**config.mk**
```make
export PLATFORM = sky130hd
export DESIGN_NAME = bitmap_first_free_allocator
export DESIGN_NICKNAME = d
export VERILOG_FILES = /design/src/sv/bffa_pkg.sv /design/src/sv/bffa_ram.sv /design/src/sv/bffa_ffz.sv /design/src/sv/bffa_div.sv /design/src/sv/bitmap_first_free_allocator.sv
export SDC_FILE = /design/constraint.sdc
export NUM_CORES = 1
export LEC_CHECK = 0
export BUFFER_PORTS_ARGS = -buffer_cell sky130_fd_sc_hd__buf_2
export CAP_MARGIN = 20
export CORE_MARGIN = 8
export CORE_UTILIZATION = 30
export DETAILED_ROUTE_END_ITERATION = 10
export SLEW_MARGIN = 20
export SYNTH_ARGS = -nofsm -noshare
export SYNTH_HDL_FRONTEND = slang
export SYNTH_SLANG_ARGS = --single-unit
```
**constraint.sdc**
```tcl
create_clock -name clk -period 4.5 [get_ports clk]
set_input_delay 0.45 -clock clk [delete_from_list [all_inputs] [get_ports clk]]
set_output_delay 0.45 -clock clk [all_outputs]
set_load 0.05 [all_outputs]
```
**src/sv/bffa_pkg.sv**
```systemverilog
// Shared types and constants for the bitmap first-free allocator.
`default_nettype none

package bffa_pkg;

  localparam int ADDR_NUM_W  = 32;
  localparam int COUNT_IN_W  = 5;
  localparam int STATUS_W    = 2;
  localparam int FREE_LEFT_W = 11;

  localparam logic CMD_ALLOC = 1'b0;
  localparam logic CMD_FREE  = 1'b1;

  localparam logic [STATUS_W-1:0] STATUS_OK       = 2'd0;
  localparam logic [STATUS_W-1:0] STATUS_NO_SPACE = 2'd1;
  localparam logic [STATUS_W-1:0] STATUS_BAD_FREE = 2'd2;

  localparam logic [ADDR_NUM_W-1:0] BASE_RESET = 32'd1;

  typedef enum logic [2:0] {
    ST_CLEAR,
    ST_IDLE,
    ST_REPORT,
    ST_LOAD,
    ST_SCAN,
    ST_FLOAD
  } state_t;

endpackage

`default_nettype wire

```
**src/sv/bffa_ram.sv**
```systemverilog
// Bitmap word memory: one write port, one registered read port.
`default_nettype none

module bffa_ram #(
  parameter int DEPTH = 32,
  parameter int WIDTH = 32,
  parameter int AW    = 5
) (
  input  wire logic             clk,
  input  wire logic             wr_en,
  input  wire logic [AW-1:0]    wr_addr,
  input  wire logic [WIDTH-1:0] wr_data,
  input  wire logic             rd_en,
  input  wire logic [AW-1:0]    rd_addr,
  output logic      [WIDTH-1:0] rd_data
);

  logic [WIDTH-1:0] mem [DEPTH];

  always_ff @(posedge clk) begin
    if (wr_en) begin
      mem[wr_addr] <= wr_data;
    end
  end

  always_ff @(posedge clk) begin
    if (rd_en) begin
      rd_data <= mem[rd_addr];
    end
  end

endmodule

`default_nettype wire

```
**src/sv/bffa_ffz.sv**
```systemverilog
// Find-first-zero unit: lowest clear bit of one bitmap word.
`default_nettype none

module bffa_ffz #(
  parameter int WIDTH = 32,
  parameter int IDX_W = 5
) (
  input  wire logic [WIDTH-1:0] word,
  output logic                  full,
  output logic      [WIDTH-1:0] onehot,
  output logic      [IDX_W-1:0] idx
);

  logic [WIDTH-1:0] inv;

  assign inv    = ~word;
  assign onehot = inv & (~inv + WIDTH'(1));
  assign full   = (inv == '0);

  always_comb begin
    idx = '0;
    for (int j = 0; j < IDX_W; j++) begin
      for (int i = 0; i < WIDTH; i++) begin
        if (((i >> j) & 1) == 1) begin
          idx[j] = idx[j] | onehot[i];
        end
      end
    end
  end

endmodule

`default_nettype wire

```
**src/sv/bffa_div.sv**
```systemverilog
// Split of a bitmap offset into word index and bit index for a power-of-two word width.
`default_nettype none

module bffa_div #(
  parameter int OFS_W  = 10,
  parameter int AW     = 5,
  parameter int BIDX_W = 5
) (
  input  wire logic [OFS_W-1:0]  offset,
  output logic      [AW-1:0]     word_idx,
  output logic      [BIDX_W-1:0] bit_idx
);

  assign word_idx = AW'(offset >> BIDX_W);
  assign bit_idx  = offset[BIDX_W-1:0];

endmodule

`default_nettype wire

```
**src/sv/bitmap_first_free_allocator.sv**
```systemverilog
// Top level of the first-fit bitmap allocator: sequencer, counters and result register.
// After reset the block runs a clearing pass of one bitmap word per cycle and holds in_stall
// high meanwhile. One item is worked on at a time; WORD_BITS must be a power of two. An
// allocate reads the bitmap words from the lowest through the single find-first-zero unit:
// each word that is passed over is loaded and scanned, and each granted entry is set and
// reported from the scan state. A free in range reads the word, clears the bit (or flags a
// bad free if it is already clear) and then reports. A rejected or zero-count command goes
// straight to the report state, which loads its single result. A stalled result register
// holds the sequencer until it is taken.
`default_nettype none

module bitmap_first_free_allocator #(
  parameter int MAP_BITS  = 1024,
  parameter int MAX_RUN   = 16,
  parameter int WORD_BITS = 32
) (
  input  wire logic        clk,
  input  wire logic        rst,
  input  wire logic        cfg_valid,
  output logic             cfg_ready,
  input  wire logic [31:0] base_number,
  input  wire logic        in_valid,
  output logic             in_stall,
  input  wire logic        cmd,
  input  wire logic [4:0]  alloc_count,
  input  wire logic [31:0] free_number,
  output logic             out_valid,
  input  wire logic        out_stall,
  output logic [1:0]       status,
  output logic [31:0]      granted_number,
  output logic             last,
  output logic [10:0]      free_left
);

  localparam int NUM_WORDS = (MAP_BITS + WORD_BITS - 1) / WORD_BITS;
  localparam int AW        = (NUM_WORDS > 1) ? $clog2(NUM_WORDS) : 1;
  localparam int BIDX_W    = $clog2(WORD_BITS);
  localparam int REL_W     = $clog2(MAP_BITS);
  localparam int CNT_W     = $clog2(MAP_BITS + 1);
  localparam int RUN_W     = $clog2(MAX_RUN + 1);
  localparam int TAIL      = MAP_BITS - (NUM_WORDS - 1) * WORD_BITS;
  localparam logic [AW-1:0]        LAST_WORD = AW'(NUM_WORDS - 1);
  localparam logic [WORD_BITS-1:0] TAIL_MASK = {WORD_BITS{1'b1}} << TAIL;

  bffa_pkg::state_t state, state_next;

  logic [AW-1:0]                       clr_addr, clr_addr_next;
  logic [AW-1:0]                       addr, addr_next;
  logic [31:0]                         num_base, num_base_next;
  logic [WORD_BITS-1:0]                word, word_next;
  logic [RUN_W-1:0]                    want, want_next;
  logic [RUN_W-1:0]                    granted, granted_next;
  logic [CNT_W-1:0]                    free_count, free_count_next;
  logic [bffa_pkg::STATUS_W-1:0]       rep_status, rep_status_next;
  logic [BIDX_W-1:0]                   free_bit, free_bit_next;
  logic [31:0]                         base;

  logic                  accept;
  logic                  out_free;
  logic [RUN_W-1:0]      want_in;
  logic [31:0]           rel_full;
  logic                  rel_ok;
  logic                  grant_last;

  logic                  rd_en;
  logic [AW-1:0]         rd_addr;
  logic [WORD_BITS-1:0]  rd_data;
  logic                  wr_en;
  logic [AW-1:0]         wr_addr;
  logic [WORD_BITS-1:0]  wr_data;

  logic                  full;
  logic [WORD_BITS-1:0]  onehot;
  logic [BIDX_W-1:0]     idx;

  logic [AW-1:0]         split_word;
  logic [BIDX_W-1:0]     split_bit;

  logic                                emit;
  logic [bffa_pkg::STATUS_W-1:0]       emit_status;
  logic [31:0]                         emit_num;
  logic                                emit_last;

  bffa_ram #(
    .DEPTH(NUM_WORDS),
    .WIDTH(WORD_BITS),
    .AW   (AW)
  ) u_ram (
    .clk    (clk),
    .wr_en  (wr_en),
    .wr_addr(wr_addr),
    .wr_data(wr_data),
    .rd_en  (rd_en),
    .rd_addr(rd_addr),
    .rd_data(rd_data)
  );

  bffa_ffz #(
    .WIDTH(WORD_BITS),
    .IDX_W(BIDX_W)
  ) u_ffz (
    .word  (word),
    .full  (full),
    .onehot(onehot),
    .idx   (idx)
  );

  bffa_div #(
    .OFS_W (REL_W),
    .AW    (AW),
    .BIDX_W(BIDX_W)
  ) u_div (
    .offset  (REL_W'(rel_full)),
    .word_idx(split_word),
    .bit_idx (split_bit)
  );

  assign cfg_ready  = 1'b1;
  assign in_stall   = (state != bffa_pkg::ST_IDLE);
  assign accept     = in_valid && !in_stall;
  assign out_free   = !out_valid || !out_stall;
  assign want_in    = (32'(alloc_count) > 32'(MAX_RUN)) ? RUN_W'(MAX_RUN) : RUN_W'(alloc_count);
  assign rel_full   = free_number - base;
  assign rel_ok     = (rel_full < 32'(MAP_BITS));
  assign grant_last = (RUN_W'(granted + RUN_W'(1)) == want);

  always_comb begin
    state_next      = state;
    clr_addr_next   = clr_addr;
    addr_next       = addr;
    num_base_next   = num_base;
    word_next       = word;
    want_next       = want;
    granted_next    = granted;
    free_count_next = free_count;
    rep_status_next = rep_status;
    free_bit_next   = free_bit;
    rd_en           = 1'b0;
    rd_addr         = addr;
    wr_en           = 1'b0;
    wr_addr         = addr;
    wr_data         = word;
    emit            = 1'b0;
    emit_status     = bffa_pkg::STATUS_OK;
    emit_num        = '0;
    emit_last       = 1'b1;

    case (state)
      bffa_pkg::ST_CLEAR: begin
        wr_en         = 1'b1;
        wr_addr       = clr_addr;
        wr_data       = (clr_addr == LAST_WORD) ? TAIL_MASK : '0;
        clr_addr_next = clr_addr + AW'(1);
        if (clr_addr == LAST_WORD) begin
          state_next = bffa_pkg::ST_IDLE;
        end
      end
      bffa_pkg::ST_IDLE: begin
        if (accept) begin
          if (cmd == bffa_pkg::CMD_ALLOC) begin
            if (want_in == '0) begin
              rep_status_next = bffa_pkg::STATUS_OK;
              state_next      = bffa_pkg::ST_REPORT;
            end else if (32'(free_count) < 32'(want_in)) begin
              rep_status_next = bffa_pkg::STATUS_NO_SPACE;
              state_next      = bffa_pkg::ST_REPORT;
            end else begin
              want_next     = want_in;
              granted_next  = '0;
              addr_next     = '0;
              num_base_next = base;
              rd_en         = 1'b1;
              rd_addr       = '0;
              state_next    = bffa_pkg::ST_LOAD;
            end
          end else begin
            if (!rel_ok) begin
              rep_status_next = bffa_pkg::STATUS_BAD_FREE;
              state_next      = bffa_pkg::ST_REPORT;
            end else begin
              addr_next     = split_word;
              free_bit_next = split_bit;
              rd_en         = 1'b1;
              rd_addr       = split_word;
              state_next    = bffa_pkg::ST_FLOAD;
            end
          end
        end
      end
      bffa_pkg::ST_REPORT: begin
        if (out_free) begin
          emit        = 1'b1;
          emit_status = rep_status;
          state_next  = bffa_pkg::ST_IDLE;
        end
      end
      bffa_pkg::ST_LOAD: begin
        word_next  = rd_data;
        state_next = bffa_pkg::ST_SCAN;
      end
      bffa_pkg::ST_SCAN: begin
        if (full) begin
          addr_next     = addr + AW'(1);
          num_base_next = num_base + 32'(WORD_BITS);
          rd_en         = 1'b1;
          rd_addr       = addr + AW'(1);
          state_next    = bffa_pkg::ST_LOAD;
        end else if (out_free) begin
          word_next       = word | onehot;
          wr_en           = 1'b1;
          wr_data         = word | onehot;
          free_count_next = free_count - CNT_W'(1);
          granted_next    = granted + RUN_W'(1);
          emit            = 1'b1;
          emit_num        = num_base + 32'(idx);
          emit_last       = grant_last;
          if (grant_last) begin
            state_next = bffa_pkg::ST_IDLE;
          end
        end
      end
      bffa_pkg::ST_FLOAD: begin
        if (!rd_data[free_bit]) begin
          rep_status_next = bffa_pkg::STATUS_BAD_FREE;
        end else begin
          wr_en           = 1'b1;
          wr_data         = rd_data & ~(WORD_BITS'(1) << free_bit);
          free_count_next = free_count + CNT_W'(1);
          rep_status_next = bffa_pkg::STATUS_OK;
        end
        state_next = bffa_pkg::ST_REPORT;
      end
      default: begin
        state_next = bffa_pkg::ST_CLEAR;
      end
    endcase
  end

  always_ff @(posedge clk) begin
    if (rst) begin
      state      <= bffa_pkg::ST_CLEAR;
      clr_addr   <= '0;
      free_count <= CNT_W'(MAP_BITS);
      base       <= bffa_pkg::BASE_RESET;
      out_valid  <= 1'b0;
    end else begin
      state      <= state_next;
      clr_addr   <= clr_addr_next;
      free_count <= free_count_next;
      if (cfg_valid && cfg_ready) begin
        base <= base_number;
      end
      if (emit) begin
        out_valid <= 1'b1;
      end else if (!out_stall) begin
        out_valid <= 1'b0;
      end
    end
  end

  always_ff @(posedge clk) begin
    addr       <= addr_next;
    num_base   <= num_base_next;
    word       <= word_next;
    want       <= want_next;
    granted    <= granted_next;
    rep_status <= rep_status_next;
    free_bit   <= free_bit_next;
    if (emit) begin
      status         <= emit_status;
      granted_number <= emit_num;
      last           <= emit_last;
      free_left      <= bffa_pkg::FREE_LEFT_W'(free_count_next);
    end
  end

`ifndef SYNTHESIS
  a_count_bound: assert property (@(posedge clk) disable iff (rst)
    free_count <= CNT_W'(MAP_BITS))
    else $error("free counter above map size");

  a_error_is_last: assert property (@(posedge clk) disable iff (rst)
    out_valid && (status != bffa_pkg::STATUS_OK) |-> last)
    else $error("error result not marked last");

  a_scan_within_request: assert property (@(posedge clk) disable iff (rst)
    (state == bffa_pkg::ST_SCAN) |-> (granted < want))
    else $error("scan running past the requested count");

  a_load_entry: assert property (@(posedge clk) disable iff (rst)
    (state == bffa_pkg::ST_LOAD) |->
      ($past(state) == bffa_pkg::ST_IDLE) || ($past(state) == bffa_pkg::ST_SCAN))
    else $error("word load entered from a wrong state");

  a_clear_done_full: assert property (@(posedge clk) disable iff (rst)
    ($past(state) == bffa_pkg::ST_CLEAR) && (state == bffa_pkg::ST_IDLE) |->
      (free_count == CNT_W'(MAP_BITS)))
    else $error("free counter wrong after clearing pass");
`endif

endmodule

`default_nettype wire

```
* After elaboration in Yosys (flattened, before gate mapping)
Memory sizes are Yosys's and may differ from the RTL's. A register that Yosys moved wholly into a read port is not among the register bits. Cells that the tools add are included.
Operators by class: add/sub/neg operators 9, shifts and indexed selects 1, reduce and logical (&&, ||, !) cells 19, equality and inequality tests 22, muxes and demuxes 67, bitwise logic cells 86, $lt $le $gt $ge 4
Operators by type and width (number):
- two-way mux 32 bit | 8
- case mux 32 bit (2 select lines) | 2
- inverter 32 bit | 3
- case mux 32 bit (3 select lines) | 1
- OR 1 bit | 75
- two-way mux 5 bit | 14
- AND 32 bit | 2
- two-way mux 11 bit | 3
- adder 32 x 1 -> 32 bit (second input constant) | 1
- adder 32 x 5 -> 32 bit | 1
- adder 32 x 6 -> 32 bit (second input constant) | 1
- logical NOT 32 bit | 1
- < comparator 32 x 11 -> 1 bit (second input constant) | 1
- OR 32 bit | 1
- << shifter 1 x 5 -> 32 bit (first input constant) | 1
- subtractor 32 bit | 1
- two-way mux 3 bit | 8
- case mux 11 bit (2 select lines) | 1
- case mux 5 bit (2 select lines) | 2
- != test 2 bit (second input constant) | 9
- case mux 3 bit (6 select lines) | 1
- two-way mux 1 bit | 16
- adder 5 x 1 -> 5 bit (second input constant) | 3
- two-way mux 2 bit | 6
- 31 further kinds | 46
Word-level totals: bits in writable memories 1024, input port bits 75, logic and storage cells 225, register bits after elaboration 184, memories 1, output and inout port bits 49
Memory list:
- u_ram.mem | words 32, width 32, read ports 1, clocked after memory_dff 1, wr ports 1, line bffa_ram.sv:18 | logic [WIDTH-1:0] mem [DEPTH];

* Depth between registers and ports, before layout
depth after elaboration 20, mapped depth 24

* Cells and area by module
A second synthesis with hierarchy kept.
Second synthesis, totals: cell total of the unflattened synthesis 3751, area, all modules 53741.5 sq um
Modules (own cells, without submodules):
- bffa_ram | cells each 2260, times used 1, area each 40812.9 sq um
- bitmap_first_free_allocator | cells each 1358, times used 1, area each 12139.1 sq um
- bffa_ffz | cells each 123, times used 1, area each 714.4 sq um
- bffa_div | cells each 10, times used 1, area each 75.1 sq um

* Worst setup path after synthesis
No wires, ideal clock.
kind register to register, from register word[0], to register granted_number[18] (data pin), arrival 4.411 ns, cell stages (with the launch flop) 24, period minus slack after synthesis 4.677 ns, path slack -0.177 ns, cell sequence edfxtp_1 -> clkbuf_1 -> nand4_1 -> nor4_2 -> and3_1 -> clkbuf_1 -> nor2b_1 -> clkbuf_1 -> and3_1 -> and3_1 -> clkbuf_1 -> nand2_1 -> o211ai_1 -> ha_1 -> inv_1 -> fa_1 -> nor2b_1 -> o21ai_0 -> nand2b_1 -> a21o_1 -> clkbuf_1 -> nand4_1 -> xor2_1 -> nor2_1
On the way: word-level cells in the longest chain between the ends 20, elaborated cells between the ends (all ways) 82, classes of those cells add/sub (2); bitwise (78); reduce/logical (2)
Ends and longest elaborated chain:
- start: declaration | line bitmap_first_free_allocator.sv:50 | logic [WORD_BITS-1:0] word, word_next;
- start signal: assignment | line bitmap_first_free_allocator.sv:264 | word <= word_next;
- inverter 32 bit (*) | line bffa_ffz.sv:16 | assign inv = ~word;
- inverter 32 bit | line bffa_ffz.sv:17 | assign onehot = inv & (~inv + WIDTH'(1));
- adder 32 x 1 -> 32 bit | line bffa_ffz.sv:17
- AND 32 bit | line bffa_ffz.sv:17
- OR 1 bit (15 in a row) | line bffa_ffz.sv:25 | idx[j] = idx[j] | onehot[i];
- adder 32 x 5 -> 32 bit | line bitmap_first_free_allocator.sv:215 | emit_num = num_base + 32'(idx);
- end signal: assignment | line bitmap_first_free_allocator.sv:271 | granted_number <= emit_num;
- end: declaration | line bitmap_first_free_allocator.sv:30 | output logic [31:0] granted_number,
Every way passes the cells marked *; elsewhere a longest branch is shown, timed or not. A chain may end at the register's enable or synchronous reset.

* Worst setup path in the final report
from register base[4], to register u_ram.rd_data[1] (read register of u_ram.mem) (data pin)
On the way: word-level cells in the longest chain between the ends 6, elaborated cells between the ends (all ways) 10, classes of those cells add/sub (1); order compare (1); mux (8)
Ends and longest elaborated chain:
- start: declaration | line bitmap_first_free_allocator.sv:56 | logic [31:0] base;
- start signal: assignment | line bitmap_first_free_allocator.sv:244 | base <= bffa_pkg::BASE_RESET;
- start signal: assignment | line bitmap_first_free_allocator.sv:251 | base <= base_number;
- subtractor 32 bit (*) | line bitmap_first_free_allocator.sv:123 | assign rel_full = free_number - base;
- < comparator 32 x 11 -> 1 bit | line bitmap_first_free_allocator.sv:124 | assign rel_ok = (rel_full < 32'(MAP_BITS));
- two-way mux 5 bit / two-way mux 1 bit (equally long branches) (3 in a row)
- case mux 5 bit (2 select lines) / case mux 1 bit (2 select lines) (equally long branches)
- end: declaration | line bffa_ram.sv:15 | output logic [WIDTH-1:0] rd_data
Marked as above.

==> qor.csv <==
metric,value,unit
Final Instance Area,67600,µm²
fmax,211,MHz
Final Hold Violating Endpoints,0,
nature of the critical path endpoint,flip-flop,
Post-layout nets,4817,
# IOs,124,
Pwr per Cell Area,405,nW/µm²
synth-to-layout area growth,26.9,%
hold path cells,3,
Max Cap Viol,0,
commonest cells in the netlist,"1183 x edfxtp_1, 698 x nand2_1, 597 x a21oi_1",
DRC Markers,0,
sequential share of the synthesized area,0.688,
CP Launch Type,flip-flop,
routed wl met2,77500,µm
Worst Path Required,5060,ps
Vias,38200,
placed inst area,60400,µm²
core area,176000,µm²
multiplexer share of the synthesized area,0.0115,
Post-Route WL,170000,µm
Synth warnings,0,
Max Slew Vio Count,0,
Syn Std Cell Area,53300,µm²
DR iter-0 viols,4677,
period utilisation layout,1.06,
cell taking the most area after synthesis,edfxtp_1,
Yosys top cell area share,0.667,
Synth Area in Simple Gates,0.0960,
initial antenna violation count,5,
Placed Instances,6789,
Synth Area in XOR/XNOR,0.0140,
GR Overflow Total,0,
I/O Buffers,122,
vias in the first global route,36400,
Post-DRT Antenna Nets,0,
clock skew,39.7,ps
syn nets,4313,
hpwl dp,100000,µm
crit path cell chain,inv_2 -> ha_4 -> and2_1 -> a221oi_1 -> nand2_1 -> a21oi_1 -> buf_4 -> o21ai_0 -> xnor2_1 -> o311ai_4 -> nor4_4 -> buf_6 -> nand2_4 -> a211o_4 -> inv_12 -> buf_8 -> buf_16 -> a21oi_2 -> a22o_1 -> o2bb2ai_2 -> nor4_2,
Critical Path AT,5310,ps
synth top area cells,"edfxtp_1 67%, a21oi_1 5.6%, nand2_1 4.9%",
Worst-Skew Late Latency,780,ps
slew margin rel.,0.280,
cell with the most instances after synthesis,edfxtp_1,
number of synthesized register bits,1240,
RSZ-0062 raised after global routing,yes,
post-synthesis compound-gate area fraction,0.152,
Critical path buffers and inverters,6,
GPL Wtd Cong,0.888,
slew at the pin closest to its max-slew limit,1080,ps
HP Class,in -> reg,
"Max stage delay cell, worst path",a211o_4,
Vert. Die Dim,437,µm
die area,191000,µm²
Tot GR Track Use,0.170,
clock sinks,1240,
Critical Path Fanout Max,8,
status,"finished, violations left",
reg2reg path depth,21,
syn avg cell area,12.7,µm²
most common flop cell mapped by yosys,edfxtp_1,
Post-Syn Instances,4189,
non-filler instance count after layout,7130,
Peak VDD IR,0.405,mV
R2R setup slack,-250,ps
vias per cell,5.35,
largest net degree at the start of global routing,59,
Detailed Routing Iterations Pass 1,6,
Initial Util,0.302,
failing checks,setup timing,
total CTS buffers,130,
chip width,437,µm
"Worst Path Class, Setup",reg -> reg,
Max Buffers Root-to-Sink,3,
setup-violating endpoint count in the final report,32,
Post-synth EDFFs,1183,
met3 WL post-DR,15200,µm
clock slew seen by the registers of the worst setup and hold paths,60,ps
largest family of logic cells by synthesized area,compound AO/OA/AOI/OAI gates,
routed length per placed instance,23.8,µm
first-pass GRT wire length,247000,µm
row cnt,154,
CTS H-Tree Depth,4,
crit-path leading delay family,compound AO/OA/AOI/OAI gates,
Root Buffer,clkbuf_16,
Synth async-reset ratio,0,
Post-Synth Adder-Cell Area,0.0118,
fin crit period,4750,ps
"slowest stage delay, CP",460,ps
Setup WS post-layout,-248,ps
layout cells sized above 1,0.235,
Cell variety after synth,75,
Fillers,16500,
leakage power,0.0232,µW
met1 wire length,72200,µm
Post-Route Setup TNS,-5960,ps
TritonCTS clock tree,yes,
highest routed layer,met4,
cell count along the critical path,21,
-- layout by cell type (no fill, tap or decap), types with 44 or more instances in the layout --
cell and count:
o21ai_0 134, nor2_1 143, buf_12 96, a22o_1 130
a21oi_2 45, edfxtp_1 1183, a22oi_2 45, a21oi_1 547
o2bb2ai_1 61, xnor2_1 44, dfxtp_1 54, a22oi_1 85
nand2_1 694, buf_4 326, clkbuf_16 135, o2bb2ai_2 63
inv_1 56, buf_2 121
-- registers in the layout (all words and copies together) (netlist names), 11 cells and up --
name and count:
free_count 11, u_ram.rd_data 32, free_left 11, u_ram.mem 1024, granted_number 32, base 32, word 32, num_base 32
-- what timing repair did --
action | in CTS | in global routing
buffers inserted | 34 | 20
pin swaps | 58 | 55
hold buffers | 30 | 0
setup endpoints to repair | 32 | 38
hold endpoints to repair | 30 | 0
gates resized for setup | 222 | 107
gates cloned | 26 | 5
-- area by class of cell --
type | instances | area (µm²) | share of cell area
well taps | 2340 | 2930 | 0.0433
repair inverters | 7 | 124 | 0.00183
diodes | 1 | 2.50 | 0.0000370
flip-flops and latches | 1240 | 36700 | 0.542
clock buffers | 157 | 3370 | 0.0499
clock inverters | 71 | 702 | 0.0104
inverters | 63 | 275 | 0.00407
multi-input cells | 2612 | 16800 | 0.249
repair buffers | 639 | 6710 | 0.0992
-- final timing paths --
kind	startpoint	endpoint
max	base[4]$_SDFFE_PP0P_	u_ram.rd_data[1]$_DFFE_PP_
min	base_number[6]	base[6]$_SDFFE_PP0P_
max reg2reg	base[4]$_SDFFE_PP0P_	u_ram.rd_data[1]$_DFFE_PP_
min reg2reg	base[8]$_SDFFE_PP0P_	base[8]$_SDFFE_PP0P_
-- worst min-delay path: cells and delay by family --
family        cells  cell delay [ps]
mux               1               80
buf+inv           1              110
simple gates      1               70
-- stage by stage --
step           utilization  total power (µW)  hold WS [ps]  setup slack [ps]
2_1_floorplan            -             14900           460             -62.1
3_3_place_gp         0.343             16300           475              -861
3_5_place_dp         0.343             16300           488              -814
4_1_cts              0.379             27300          2.74              -119
5_1_grt              0.384             28200          21.5              -362
6_report             0.384             27400          8.91              -248
-- layer usage --
| layer | GRT usage | up-vias |
|---|---|---|
| met5 | 0 | - |
| met4 | 0.0552 | 0 |
| met3 | 0.0305 | 287 |
| met2 | 0.266 | 1853 |
| met1 | 0.238 | 19100 |
| li1 | - | 16900 |
-- where the power goes --
part           internal, µW  switching [µW]  leakage [µW]
combinational          1910            2320        0.0102
sequential            12600            52.5        0.0110
clock                  5810            4630       0.00199
total                 20400            7010        0.0232
-- kinds of logic after synthesis --
family	after synthesis
buf+inv	337
mux	48
other cells	1
simple gates	1150
compound gates	1279
fa+ha+maj	49
flops	1240
xor+xnor	85
Power figures use the tool's default switching activity.
